$ cat src/design/dcfm_pkg.sv
// Shared types and constants for the dual-channel capture frequency meter.
// No dependencies; every other design file imports this package.
package dcfm_pkg;

  localparam int CAPTURE_WIDTH = 16;
  localparam int DIV_W         = 32;
  localparam int WEIGHT_W      = 17;
  localparam int WRAP_W        = 16;
  localparam int ADDR_W        = 4;
  localparam int DATA_W        = 32;

  localparam logic [WRAP_W-1:0] WRAP_MAX = '1;

  // Register reset values
  localparam logic [DIV_W-1:0]    CLOCK_HZ_RST = 32'd72000000;
  localparam logic [WEIGHT_W-1:0] WEIGHT_RST   = 17'd65535;
  localparam logic [WRAP_W-1:0]   TIMEOUT_RST  = 16'd6;

  // Register indexes (paddr[3:2])
  localparam logic [1:0] REG_CLOCK_HZ = 2'd0;
  localparam logic [1:0] REG_WEIGHT   = 2'd1;
  localparam logic [1:0] REG_TIMEOUT  = 2'd2;

  // Per-channel operation for the back end
  localparam logic [1:0] OP_HOLD = 2'd0;
  localparam logic [1:0] OP_ZERO = 2'd1;
  localparam logic [1:0] OP_DIV  = 2'd2;

  typedef struct packed {
    logic                     overflow_event;
    logic                     capture_a_valid;
    logic [CAPTURE_WIDTH-1:0] capture_a_value;
    logic                     capture_b_valid;
    logic [CAPTURE_WIDTH-1:0] capture_b_value;
  } dcfm_in_t;

  typedef struct packed {
    logic [DIV_W-1:0] freq_a;
    logic [DIV_W-1:0] freq_b;
  } dcfm_out_t;

  typedef struct packed {
    logic [DIV_W-1:0]    clock_hz;
    logic [WEIGHT_W-1:0] overflow_weight;
    logic [WRAP_W-1:0]   timeout_overflows;
  } dcfm_cfg_t;

  typedef struct packed {
    logic [1:0]       op_a;
    logic [DIV_W-1:0] period_a;
    logic [1:0]       op_b;
    logic [DIV_W-1:0] period_b;
  } dcfm_job_t;

endpackage

$ cat src/design/dcfm_div.sv
// Radix-2 restoring divider, one quotient bit per cycle.
// Depends on dcfm_pkg for the operand width.
module dcfm_div import dcfm_pkg::*; (
  input  logic             clk,
  input  logic             rst_n,
  input  logic             start,
  input  logic [DIV_W-1:0] dividend,
  input  logic [DIV_W-1:0] divisor,
  output logic             busy,
  output logic             done,
  output logic [DIV_W-1:0] quotient
);

  localparam int CNT_W = $clog2(DIV_W + 1);

  logic [CNT_W-1:0] cnt_r;
  logic             busy_r;
  logic             done_r;
  logic [DIV_W-1:0] rem_r;
  logic [DIV_W-1:0] quo_r;
  logic [DIV_W-1:0] dvs_r;

  logic [DIV_W:0]   shifted;
  logic             ge;

  assign shifted = {rem_r, quo_r[DIV_W-1]};
  assign ge      = shifted >= {1'b0, dvs_r};

  always_ff @(posedge clk) begin
    if (!rst_n) begin
      cnt_r  <= '0;
      busy_r <= 1'b0;
      done_r <= 1'b0;
    end else begin
      done_r <= 1'b0;
      if (start && !busy_r) begin
        cnt_r  <= CNT_W'(DIV_W);
        busy_r <= 1'b1;
      end else if (busy_r) begin
        cnt_r <= cnt_r - 1'b1;
        if (cnt_r == CNT_W'(1)) begin
          busy_r <= 1'b0;
          done_r <= 1'b1;
        end
      end
    end
  end

  always_ff @(posedge clk) begin
    if (start && !busy_r) begin
      rem_r <= '0;
      quo_r <= dividend;
      dvs_r <= divisor;
    end else if (busy_r) begin
      // restore or keep the trial subtraction
      rem_r <= ge ? DIV_W'(shifted - {1'b0, dvs_r}) : shifted[DIV_W-1:0];
      quo_r <= {quo_r[DIV_W-2:0], ge};
    end
  end

  assign busy     = busy_r;
  assign done     = done_r;
  assign quotient = quo_r;

endmodule

$ cat src/design/dcfm_fifo.sv
// Small register queue between the front and back ends.
// Depends on dcfm_pkg for the job type.
module dcfm_fifo import dcfm_pkg::*; #(
  parameter int DEPTH = 2
) (
  input  logic      clk,
  input  logic      rst_n,
  input  logic      push_valid,
  output logic      push_ready,
  input  dcfm_job_t push_data,
  output logic      pop_valid,
  input  logic      pop_ready,
  output dcfm_job_t pop_data
);

  localparam int PTR_W = (DEPTH > 1) ? $clog2(DEPTH) : 1;
  localparam int CNT_W = $clog2(DEPTH + 1);

  dcfm_job_t        mem_r [DEPTH];
  logic [PTR_W-1:0] wr_ptr_r;
  logic [PTR_W-1:0] rd_ptr_r;
  logic [CNT_W-1:0] count_r;

  logic do_push;
  logic do_pop;

  assign push_ready = count_r != CNT_W'(DEPTH);
  assign pop_valid  = count_r != '0;
  assign pop_data   = mem_r[rd_ptr_r];
  assign do_push    = push_valid && push_ready;
  assign do_pop     = pop_valid && pop_ready;

  always_ff @(posedge clk) begin
    if (!rst_n) begin
      wr_ptr_r <= '0;
      rd_ptr_r <= '0;
      count_r  <= '0;
    end else begin
      if (do_push) begin
        wr_ptr_r <= (wr_ptr_r == PTR_W'(DEPTH - 1)) ? '0 : wr_ptr_r + 1'b1;
      end
      if (do_pop) begin
        rd_ptr_r <= (rd_ptr_r == PTR_W'(DEPTH - 1)) ? '0 : rd_ptr_r + 1'b1;
      end
      if (do_push && !do_pop) begin
        count_r <= count_r + 1'b1;
      end else if (do_pop && !do_push) begin
        count_r <= count_r - 1'b1;
      end
    end
  end

  always_ff @(posedge clk) begin
    if (do_push) begin
      mem_r[wr_ptr_r] <= push_data;
    end
  end

endmodule

$ cat src/design/dcfm_front.sv
// Front end: accept items, track capture phase and overflow counts,
// form periods and classify each channel's update. Depends on dcfm_pkg.
module dcfm_front import dcfm_pkg::*; (
  input  logic      clk,
  input  logic      rst_n,
  input  dcfm_cfg_t cfg,
  input  logic      in_valid,
  output logic      in_ready,
  input  dcfm_in_t  in_data,
  output logic      job_valid,
  input  logic      job_ready,
  output dcfm_job_t job
);

  localparam logic [1:0] F_IDLE = 2'd0;
  localparam logic [1:0] F_OVF  = 2'd1;
  localparam logic [1:0] F_MUL  = 2'd2;
  localparam logic [1:0] F_PUSH = 2'd3;

  typedef struct packed {
    logic                     phase;
    logic [CAPTURE_WIDTH-1:0] first;
    logic [WRAP_W-1:0]        wraps;
    logic [1:0]               op;
    logic [DIV_W-1:0]         period;
  } chan_upd_t;

  function automatic chan_upd_t chan_next(
    input logic                     phase,
    input logic [CAPTURE_WIDTH-1:0] first,
    input logic [WRAP_W-1:0]        wraps,
    input logic                     tmo,
    input logic                     cap_valid,
    input logic [CAPTURE_WIDTH-1:0] cap_value,
    input logic [DIV_W-1:0]         prod
  );
    chan_upd_t        u;
    logic [DIV_W-1:0] period;
    period   = prod - DIV_W'(first) + DIV_W'(cap_value);
    u.phase  = phase;
    u.first  = first;
    u.wraps  = wraps;
    u.period = period;
    u.op     = tmo ? OP_ZERO : OP_HOLD;
    if (cap_valid) begin
      if (!phase) begin
        u.phase = 1'b1;
        u.first = cap_value;
        u.wraps = '0;
      end else begin
        u.phase = 1'b0;
        u.op    = (period == '0) ? OP_ZERO : OP_DIV;
      end
    end
    return u;
  endfunction

  logic [1:0]               fstate_r;
  logic [1:0]               fstate_nxt;
  dcfm_in_t                 item_r;
  logic                     phase_a_r;
  logic                     phase_b_r;
  logic [CAPTURE_WIDTH-1:0] first_a_r;
  logic [CAPTURE_WIDTH-1:0] first_b_r;
  logic [WRAP_W-1:0]        wraps_a_r;
  logic [WRAP_W-1:0]        wraps_b_r;
  logic                     tmo_a_r;
  logic                     tmo_b_r;
  logic [DIV_W-1:0]         prod_a_r;
  logic [DIV_W-1:0]         prod_b_r;

  logic [WRAP_W-1:0]          wraps_a_inc;
  logic [WRAP_W-1:0]          wraps_b_inc;
  logic [WEIGHT_W+WRAP_W-1:0] prod_a_full;
  logic [WEIGHT_W+WRAP_W-1:0] prod_b_full;
  chan_upd_t                  upd_a;
  chan_upd_t                  upd_b;

  assign wraps_a_inc = (wraps_a_r == WRAP_MAX) ? wraps_a_r : wraps_a_r + 1'b1;
  assign wraps_b_inc = (wraps_b_r == WRAP_MAX) ? wraps_b_r : wraps_b_r + 1'b1;
  assign prod_a_full = cfg.overflow_weight * wraps_a_r;
  assign prod_b_full = cfg.overflow_weight * wraps_b_r;

  assign upd_a = chan_next(phase_a_r, first_a_r, wraps_a_r, tmo_a_r,
                           item_r.capture_a_valid, item_r.capture_a_value, prod_a_r);
  assign upd_b = chan_next(phase_b_r, first_b_r, wraps_b_r, tmo_b_r,
                           item_r.capture_b_valid, item_r.capture_b_value, prod_b_r);

  assign in_ready  = fstate_r == F_IDLE;
  assign job_valid = fstate_r == F_PUSH;
  assign job       = '{op_a: upd_a.op, period_a: upd_a.period,
                       op_b: upd_b.op, period_b: upd_b.period};

  always_comb begin
    fstate_nxt = fstate_r;
    case (fstate_r)
      F_IDLE:  if (in_valid) fstate_nxt = F_OVF;
      F_OVF:   fstate_nxt = F_MUL;
      F_MUL:   fstate_nxt = F_PUSH;
      F_PUSH:  if (job_ready) fstate_nxt = F_IDLE;
      default: fstate_nxt = F_IDLE;
    endcase
  end

  always_ff @(posedge clk) begin
    if (!rst_n) begin
      fstate_r  <= F_IDLE;
      phase_a_r <= 1'b0;
      phase_b_r <= 1'b0;
      first_a_r <= '0;
      first_b_r <= '0;
      wraps_a_r <= '0;
      wraps_b_r <= '0;
    end else begin
      fstate_r <= fstate_nxt;
      if (fstate_r == F_OVF && item_r.overflow_event) begin
        wraps_a_r <= wraps_a_inc;
        wraps_b_r <= wraps_b_inc;
      end
      if (fstate_r == F_PUSH && job_ready) begin
        phase_a_r <= upd_a.phase;
        first_a_r <= upd_a.first;
        wraps_a_r <= upd_a.wraps;
        phase_b_r <= upd_b.phase;
        first_b_r <= upd_b.first;
        wraps_b_r <= upd_b.wraps;
      end
    end
  end

  always_ff @(posedge clk) begin
    if (fstate_r == F_IDLE && in_valid) begin
      item_r <= in_data;
    end
    if (fstate_r == F_OVF) begin
      // timeout is judged only on the item that brings an overflow
      tmo_a_r <= item_r.overflow_event && (wraps_a_inc > cfg.timeout_overflows);
      tmo_b_r <= item_r.overflow_event && (wraps_b_inc > cfg.timeout_overflows);
    end
    if (fstate_r == F_MUL) begin
      prod_a_r <= prod_a_full[DIV_W-1:0];
      prod_b_r <= prod_b_full[DIV_W-1:0];
    end
  end

endmodule

$ cat src/design/dcfm_back.sv
// Back end: apply queued channel updates through the shared divider
// and present results from an output register. Depends on dcfm_pkg, dcfm_div.
module dcfm_back import dcfm_pkg::*; (
  input  logic      clk,
  input  logic      rst_n,
  input  dcfm_cfg_t cfg,
  input  logic      job_valid,
  output logic      job_ready,
  input  dcfm_job_t job,
  output logic      out_valid,
  input  logic      out_ready,
  output dcfm_out_t out_data
);

  localparam logic [2:0] B_IDLE   = 3'd0;
  localparam logic [2:0] B_A      = 3'd1;
  localparam logic [2:0] B_A_WAIT = 3'd2;
  localparam logic [2:0] B_B      = 3'd3;
  localparam logic [2:0] B_B_WAIT = 3'd4;
  localparam logic [2:0] B_OUT    = 3'd5;

  logic [2:0]       bstate_r;
  logic [2:0]       bstate_nxt;
  dcfm_job_t        job_r;
  logic [DIV_W-1:0] freq_a_r;
  logic [DIV_W-1:0] freq_b_r;
  logic             out_valid_r;
  dcfm_out_t        out_data_r;

  logic             div_start;
  logic [DIV_W-1:0] div_divisor;
  logic             div_busy;
  logic             div_done;
  logic [DIV_W-1:0] div_quot;
  logic             out_load;

  assign job_ready   = bstate_r == B_IDLE;
  assign div_start   = (bstate_r == B_A && job_r.op_a == OP_DIV) ||
                       (bstate_r == B_B && job_r.op_b == OP_DIV);
  assign div_divisor = (bstate_r == B_A) ? job_r.period_a : job_r.period_b;
  assign out_load    = bstate_r == B_OUT && (!out_valid_r || out_ready);

  dcfm_div u_div (
    .clk      (clk),
    .rst_n    (rst_n),
    .start    (div_start),
    .dividend (cfg.clock_hz),
    .divisor  (div_divisor),
    .busy     (div_busy),
    .done     (div_done),
    .quotient (div_quot)
  );

  always_comb begin
    bstate_nxt = bstate_r;
    case (bstate_r)
      B_IDLE:   if (job_valid) bstate_nxt = B_A;
      B_A:      bstate_nxt = (job_r.op_a == OP_DIV) ? B_A_WAIT : B_B;
      B_A_WAIT: if (div_done && !div_busy) bstate_nxt = B_B;
      B_B:      bstate_nxt = (job_r.op_b == OP_DIV) ? B_B_WAIT : B_OUT;
      B_B_WAIT: if (div_done && !div_busy) bstate_nxt = B_OUT;
      B_OUT:    if (out_load) bstate_nxt = B_IDLE;
      default:  bstate_nxt = B_IDLE;
    endcase
  end

  always_ff @(posedge clk) begin
    if (!rst_n) begin
      bstate_r    <= B_IDLE;
      freq_a_r    <= '0;
      freq_b_r    <= '0;
      out_valid_r <= 1'b0;
    end else begin
      bstate_r <= bstate_nxt;
      if (bstate_r == B_A && job_r.op_a == OP_ZERO) begin
        freq_a_r <= '0;
      end
      if (bstate_r == B_A_WAIT && div_done) begin
        freq_a_r <= div_quot;
      end
      if (bstate_r == B_B && job_r.op_b == OP_ZERO) begin
        freq_b_r <= '0;
      end
      if (bstate_r == B_B_WAIT && div_done) begin
        freq_b_r <= div_quot;
      end
      if (out_load) begin
        out_valid_r <= 1'b1;
      end else if (out_ready) begin
        out_valid_r <= 1'b0;
      end
    end
  end

  always_ff @(posedge clk) begin
    if (bstate_r == B_IDLE && job_valid) begin
      job_r <= job;
    end
    if (out_load) begin
      out_data_r <= '{freq_a: freq_a_r, freq_b: freq_b_r};
    end
  end

  assign out_valid = out_valid_r;
  assign out_data  = out_data_r;

endmodule

$ cat src/design/dual_channel_capture_freq_meter_unit.sv
// Top level of the dual-channel capture frequency meter: register file,
// front end, job queue and back end. Depends on dcfm_pkg and dcfm_front/fifo/back.
//
// Each accepted input beat carries an optional counter overflow and an optional
// capture on channels A and B; every beat yields exactly one output beat with
// both channels' current frequencies in hertz. The front end steps through each
// beat (accept, count overflow and test timeout, multiply weight by overflow
// count, form the period and hand off the job), then accepts the next beat while
// the back end is still working. The back end applies each job in order: a
// channel that needs a new frequency runs the shared radix-2 divider, clock_hz
// divided by the period, at one quotient bit per cycle, and that divider sets the
// sustained rate whenever edges are dense. The job queue (QUEUE_DEPTH entries)
// lets the front end run ahead by that many beats, and the output register
// holds a finished result while the next beat is already being processed.
// Registers sit on the APB-style port at byte addresses 0 (clock_hz),
// 4 (overflow_weight) and 8 (timeout_overflows); write them only while idle.
module dual_channel_capture_freq_meter_unit import dcfm_pkg::*; #(
  parameter int QUEUE_DEPTH = 2
) (
  input  logic              clk,
  input  logic              rst_n,
  // input channel
  input  logic              in_valid,
  output logic              in_ready,
  input  dcfm_in_t          in_data,
  // result channel
  output logic              out_valid,
  input  logic              out_ready,
  output dcfm_out_t         out_data,
  // register port
  input  logic              psel,
  input  logic              penable,
  input  logic              pwrite,
  input  logic [ADDR_W-1:0] paddr,
  input  logic [DATA_W-1:0] pwdata,
  output logic [DATA_W-1:0] prdata,
  output logic              pready
);

  logic [DIV_W-1:0]    clock_hz_r;
  logic [WEIGHT_W-1:0] weight_r;
  logic [WRAP_W-1:0]   timeout_r;
  logic [1:0]          reg_idx;
  logic                reg_wr;
  dcfm_cfg_t           cfg;

  logic      job_push_valid;
  logic      job_push_ready;
  dcfm_job_t job_push_data;
  logic      job_pop_valid;
  logic      job_pop_ready;
  dcfm_job_t job_pop_data;

  assign pready  = 1'b1;
  assign reg_idx = paddr[3:2];
  assign reg_wr  = psel && penable && pwrite;

  // Written values are trimmed to the register width; unknown indexes drop.
  always_ff @(posedge clk) begin
    if (!rst_n) begin
      clock_hz_r <= CLOCK_HZ_RST;
      weight_r   <= WEIGHT_RST;
      timeout_r  <= TIMEOUT_RST;
    end else if (reg_wr) begin
      case (reg_idx)
        REG_CLOCK_HZ: clock_hz_r <= pwdata;
        REG_WEIGHT:   weight_r   <= pwdata[WEIGHT_W-1:0];
        REG_TIMEOUT:  timeout_r  <= pwdata[WRAP_W-1:0];
        default:      ;
      endcase
    end
  end

  always_comb begin
    case (reg_idx)
      REG_CLOCK_HZ: prdata = clock_hz_r;
      REG_WEIGHT:   prdata = DATA_W'(weight_r);
      REG_TIMEOUT:  prdata = DATA_W'(timeout_r);
      default:      prdata = '0;
    endcase
  end

  assign cfg = '{clock_hz: clock_hz_r, overflow_weight: weight_r,
                 timeout_overflows: timeout_r};

  // Classify beats and form periods
  dcfm_front u_front (
    .clk       (clk),
    .rst_n     (rst_n),
    .cfg       (cfg),
    .in_valid  (in_valid),
    .in_ready  (in_ready),
    .in_data   (in_data),
    .job_valid (job_push_valid),
    .job_ready (job_push_ready),
    .job       (job_push_data)
  );

  // Decouple front from the divider
  dcfm_fifo #(
    .DEPTH (QUEUE_DEPTH)
  ) u_queue (
    .clk        (clk),
    .rst_n      (rst_n),
    .push_valid (job_push_valid),
    .push_ready (job_push_ready),
    .push_data  (job_push_data),
    .pop_valid  (job_pop_valid),
    .pop_ready  (job_pop_ready),
    .pop_data   (job_pop_data)
  );

  // Divide, hold frequencies and drive results
  dcfm_back u_back (
    .clk       (clk),
    .rst_n     (rst_n),
    .cfg       (cfg),
    .job_valid (job_pop_valid),
    .job_ready (job_pop_ready),
    .job       (job_pop_data),
    .out_valid (out_valid),
    .out_ready (out_ready),
    .out_data  (out_data)
  );

endmodule

$ cat config.mk
export PLATFORM = sky130hd
export DESIGN_NAME = dual_channel_capture_freq_meter_unit
export DESIGN_NICKNAME = d
export VERILOG_FILES = /design/src/design/dcfm_pkg.sv /design/src/design/dcfm_div.sv /design/src/design/dcfm_fifo.sv /design/src/design/dcfm_front.sv /design/src/design/dcfm_back.sv /design/src/design/dual_channel_capture_freq_meter_unit.sv
export SDC_FILE = /design/constraint.sdc
export NUM_CORES = 2
export LEC_CHECK = 0
export BUFFER_PORTS_ARGS = -buffer_cell sky130_fd_sc_hd__clkbuf_2
export CORE_MARGIN = 2
export CORE_UTILIZATION = 54
export DETAILED_ROUTE_END_ITERATION = 12
export PLACE_DENSITY = 0.69
export SYNTH_ARGS = -nofsm -noshare
export SYNTH_HDL_FRONTEND = slang
export SYNTH_SLANG_ARGS = --single-unit
export TNS_END_PERCENT = 50
$ cat constraint.sdc
create_clock -name clk -period 11.2 [get_ports clk]
set_input_delay 1.68 -clock clk [delete_from_list [all_inputs] [get_ports clk]]
set_output_delay 1.68 -clock clk [all_outputs]
set_load 0.005 [all_outputs]
-- Yosys cells after proc, flatten, opt, wreduce, memory -nomap -nowiden
Memory sizes are Yosys's and may differ from the RTL's. A register that Yosys moved wholly into a read port is not among the register bits.
Cells that the tools add are included.
W data, S select, Z words.
- bits in registers: 474
- bits in latches: 0
- RAM bits: 136
- ROM bits: 0
- input port bits: 78
- output and inout bits: 99
- word-level logic and storage cells: 186
- memories: 1
- memories (name ; words ; width ; read ports ; clocked after Yosys merged registers in ; write ports ; line ; source):
    u_queue.mem_r ; 2 ; 68 ; 1 ; 1 ; 1 ; dcfm_fifo.sv:19 ; dcfm_job_t mem_r [DEPTH];
- $add $sub $neg: 12
- $mul: 2
- div/mod/pow operators: 0
- magnitude comparators: 3
- eq/ne operators: 28
- shift-type cells: 0
- muxes and demuxes: 51
- bitwise gates (word level): 4
- reductions and logical operators: 50
- operators with widths (cell ; number):
    $mux W32 ; 8
    $mux W16 ; 8
    $pmux W32 S3 ; 1
    $add A32 B16 Y32 ; 2
    $logic_not A32 Y1 ; 2
    $mul A17 B16 Y32 ; 2
    $sub A32 B16 Y32 ; 2
    $mux W18 ; 2
    $ge A33 B32 Y1 ; 1
    $add A16 B1 Y16 const B ; 2
    $eq A16 B16 Y1 const B ; 2
    $gt A16 B16 Y1 ; 2
    $sub A32 B32 Y32 ; 1
    $logic_and A1 B1 Y1 ; 19
    $pmux W3 S6 ; 1
    $mux W1 ; 16
    $mux W2 ; 8
    $ne A2 B2 Y1 const B ; 7
    $reduce_bool A2 Y1 ; 7
    $mux W3 ; 4
    $mux W6 ; 2
    $reduce_and A2 Y1 ; 6
    $reduce_and A3 Y1 ; 4
    $eq A2 B2 Y1 const B ; 5
    other kinds (19) ; 36

-- Longest topological paths before layout
- word-level depth: 7
- mapped depth: 26
- depth with buffers taken out: 24

-- Cells and area by module
Synthesis repeated with hierarchy kept, for this count alone.
- cell total of the unflattened synthesis: 4989
- area, all modules: 50987.7 sq um
- modules (own cells, without submodules) (module ; instances ; cells an instance ; area an instance (sq um) ; seq. area each (sq um)):
    dcfm_front ; 1 ; 3435 ; 29951.2 ; 4394.2
    dcfm_back ; 1 ; 434 ; 7055.5 ; 5325.1
    dcfm_div ; 1 ; 534 ; 5743.0 ; 2722.6
    dcfm_fifo ; 1 ; 236 ; 5226.3 ; 4184.0
    dual_channel_capture_freq_meter_unit ; 1 ; 350 ; 3011.6 ; 1301.2

-- Worst setup path before layout
No wires, ideal clock.
- kind: input-to-reg
- start: input port out_ready
- end: register u_back.out_data_r (netlist bit u_back.out_data[0]), enable pin
- library setup time: 0.565 ns
- arrival: 6.212 ns
- required time: 10.635 ns
- setup slack: 4.424 ns
- stages on the path: 3
- path buffers: 0
- path through: nand2b_1 > nand2_1 > nor3_1
- word-level cells in the longest chain between the ends: 2
- ends and longest elaborated chain (element ; line ; source):
    start, declared ; dual_channel_capture_freq_meter_unit.sv:28 ; input logic out_ready,
    $logic_or A1 B1 Y1 ; dcfm_back.sv:41 ; assign out_load = bstate_r == B_OUT && (!out_valid_r || out_ready);
    $logic_and A1 B1 Y1 ; dcfm_back.sv:41 ;
    net u_back.out_load ; dcfm_back.sv:35 ; logic out_load;
    end signal, assigned ; dcfm_back.sv:100 ; out_data_r <= '{freq_a: freq_a_r, freq_b: freq_b_r};
    end, declared ; dcfm_back.sv:28 ; dcfm_out_t out_data_r;
The timed path passes the listed nets, and every way through them passes these cells.
A chain may end at the register's enable or synchronous reset.

-- Final worst setup path
- start: register u_front.wraps_b_r[7]
- end: register u_front.prod_b_r[31] (data pin)
- word-level cells in the longest chain between the ends: 1
- ends and longest elaborated chain (element ; line ; source):
    start, declared ; dcfm_front.sv:66 ; logic [WRAP_W-1:0] wraps_b_r;
    start signal, assigned ; dcfm_front.sv:118 ; wraps_b_r <= wraps_b_inc;
    start signal, assigned ; dcfm_front.sv:126 ; wraps_b_r <= upd_b.wraps;
    $mul A17 B16 Y32 ; dcfm_front.sv:82 ; assign prod_b_full = cfg.overflow_weight * wraps_b_r;
    net u_front.prod_b_full[31] ; dcfm_front.sv:75 ; logic [WEIGHT_W+WRAP_W-1:0] prod_b_full;
    end signal, assigned ; dcfm_front.sv:142 ; prod_b_r <= prod_b_full[DIV_W-1:0];
    end, declared ; dcfm_front.sv:70 ; logic [DIV_W-1:0] prod_b_r;
The timed path passes the listed nets, and every way through them passes these cells.

==> results.ini <==
[run_status]
run_status=complete, no violations

[critical_path]
cp_cell_sequence=nand2_1, fa_1, inv_1, fa_1, inv_1, fa_1, inv_1, fa_1, fa_1, inv_1, fa_1, inv_1, ha_1, and3_1, a31oi_1, o21ai_0, nor3_1, o31ai_1, a21oi_1, a21oi_1, a21oi_1, o21ai_0, xnor2_1
cp_max_fo=21
cpPeakStageDelay_ns=1.01
crit_arrival_ns=7.98
worstSetupPathType=flop to flop
start_kind=flop
cp_slowest_cell=dfxtp_1
crit_family=adder cells
crit_top_cell=fa_1
cp_num_buf_inv=5
worstPathRequired_ns=11.60
end_kind=flop

[power_and_ir_drop]
p_sw_w=0.00344
leakagePower_nw=23.8
power_density_mw_per_mm2=175
pwr-share-clk_pct=26.5
power_frac_seq_pct=37.9
comb_power_share_pct=35.6
internal_power_w=0.00602
peakVddDrop_v=0.000120
finalPower_w=0.00945
swShare_pct=36.4

[synthesis]
ys.flop_type=edfxtp_1
yosysWarnings=0
syn-num-nets=5829
ys_seq_elements=678
synth_top_cells_by_area=edfxtp_1, fa_1, dfxtp_1, ha_1, inv_1
synth_seq_area_share_pct=36.0
avgSynthCellArea_sq_um=10.0
synth_edf_count=433
synthDominantCellAreaShare_pct=26.1
yosysUniqueCellTypes=94
synthCells=4965
synth_area_leader_cell=edfxtp_1
async_flop_share_pct=0
synth_area_sq_mm=0.0498

[global_routing]
grt_first_pass_wirelength_microns=195000
grt_usage_pct=26.3
grt_pass1_vias=35800
antenna_found_initial=3
overflow=0
grt_max_degree=126

[timing]
hold_viol_final=0
max-slew-margin-rel_pct=23.9
rsz0062_at_grt=no
setup_viol=0
timing.final.crit_share_pct=67.7
fin_crit_ns=7.58
worst_slack_ns=3.62
worst_pin_slew_ns=1.14
skew_ns=0.0374
timing.hold.ws_ns=0.429
slew_viol_final=0
fmax_ghz=0.132
finalSetupTns_ns=0

[detailed_routing]
drt_wl_total_microns=123000
via_count=35300
drtAntennaViolNets=0
first_iter_violations=2886
vias_per_cell=5.64
post-route-drc-count=0
firstDrtPassIters=5
wl_per_cell_microns=19.6

[place]
globalplace.congestion=0.921
dp_hpwl_microns=86500
io_buffers=173
post-place-ws_ns=3.80

[clock_tree]
clk_path_buf_depth=3
cts_hold_buf=0
path_clk_slew_ns=0.06
cts_buffers=73
cts_sinks=678
cts_setup_buffers=0
cts_tree=yes
cts_root_buf=clkbuf_16
cts_resized=0
clock_latency_ns=0.66
htreeDepth=3

[cells_and_area]
final_net_count=5882
drive_gt1_share_pct=10.4
syn_to_final_growth_pct=8.77

[hold_path]
holdCritPathClass=flop to flop

[floorplanning]
fp.coreArea_sq_mm=0.0915
die_width_microns=308
num_rows=111
dieHeight_microns=308
start_util_pct=54.4
io_pins=177
die-area_sq_mm=0.0947

[run]
max_cap_violations=0

worst reg2reg max path, delay by kind of cell (launching register included):
| kind | cells | cell delay (ns) |
|---|---|---|
| simple gates | 3 | 1.18 |
| flops | 1 | 1.01 |
| buf+inv | 5 | 0.26 |
| xor+xnor | 1 | 0.14 |
| compound gates | 7 | 1.37 |
| fa+ha+maj | 7 | 3.37 |
metal layers:
layer / vias to the layer above / global-route usage (%) / wire [microns]
met2: 1022 / 44.5 / 59800
met3: 200 / 3.60 / 7540
met1: 17600 / 34.9 / 51600
met4: 0 / 8.70 / 3560
li1: 16500 / - / -
met5: - / 0 / 0
cells in the final DEF (no fill, tap or decap), drive strengths merged, types with 8 or more instances in the layout:
cell / instances
a211o: 8
a211oi: 19
a21o: 83
a21oi: 252
a22oi: 76
a31oi: 20
and2: 268
and3: 34
and4: 13
buf: 44
clkbuf: 271
clkinv: 22
dfxtp: 245
edfxtp: 433
fa: 447
ha: 339
inv: 722
mux2: 135
mux2i: 35
nand2: 643
nand2b: 28
nand3: 82
nand4: 33
nor2: 220
nor2b: 27
nor3: 56
nor4: 12
o211ai: 18
o21a: 29
o21ai: 140
o21bai: 24
o31ai: 11
or2: 8
or3: 10
xnor2: 114
xor2: 46
cell usage after synthesis, types with 13 or more instances:
library cell and instances:
a211oi_1 17, a21o_1 83, a21oi_1 248, a22oi_1 76, a31oi_1 20, and2_1 267
and3_1 33, and4_1 13, buf_1 14, clkbuf_1 212, dfxtp_1 245, edfxtp_1 433
fa_1 447, ha_1 339, inv_1 718, mux2_2 135, mux2i_1 35, nand2_1 643
nand2b_1 28, nand3_1 82, nand4_1 33, nor2_1 219, nor2b_1 27, nor3_1 55
o211ai_1 16, o21a_1 29, o21ai_0 121, o21ai_1 17, o21bai_1 24, xnor2_1 114
xor2_1 46
final cells by class:
class                           instances  area (sq um)
Sequential cell                       678         17900
Fill cell                            7786         37400
Timing Repair Buffer                  217          1200
Tap cell                             1186          1480
Multi-Input combinational cell       3329         28300
Inverter                              719          2700
Antenna cell                            1          2.50
Clock inverter                         37           494
Clock buffer                           98          2030
registers in the layout (all words and copies together), names as in the netlist, 35 cells and up:
register and cells:
u_back.job_r 68, u_back.out_data 64, u_front.item_r 35, u_queue.mem_r 136
power groups by stage:
stage                     clock network, W  logic, W  registers, W
after floorplan                          0   0.00250       0.00350
after global placement                   0   0.00325       0.00362
after detailed placement                 0   0.00332       0.00363
after CTS                          0.00255   0.00335       0.00358
after global routing               0.00265   0.00373       0.00362
final                              0.00251   0.00336       0.00359
worst paths after layout:
| kind | startpoint | endpoint | slack, ns | depth (start not counted) |
|---|---|---|---|---|
| setup reg to reg | u_front.wraps_b_r[7]$_SDFFE_PN0P_ | u_front.prod_b_r[31]$_DFFE_PP_ | 3.62 | 23 |
| setup / recovery | u_front.wraps_b_r[7]$_SDFFE_PN0P_ | u_front.prod_b_r[31]$_DFFE_PP_ | 3.62 | 23 |
| hold / removal | u_back.freq_b_r[9]$_SDFFE_PN0P_ | u_back.out_data[9]$_DFFE_PP_ | 0.43 | 0 |
| hold reg to reg | u_back.freq_b_r[9]$_SDFFE_PN0P_ | u_back.out_data[9]$_DFFE_PP_ | 0.43 | 0 |
cells by family (layout without fill, tap and decap cells):
group	count (synthesis)	after routing	synth area share, %
compound gates	755	755	9.87
xor+xnor	160	160	2.81
fa+ha+maj	786	786	26.5
buf+inv	958	1071	7.29
flops	678	678	36.0
mux	170	170	3.76
other cells	1	2	0.00753
simple gates	1457	1457	13.8
stage by stage:
stage	area (sq um)	cells	utilization, %
after floorplan	49800	4965	-
after global placement	51600	6129	56.4
after detailed placement	51600	6129	56.4
after CTS	54200	6264	59.2
after global routing	54200	6265	59.2
final	54200	6265	59.2
No activity file was read; power rests on OpenSTA's default activity.
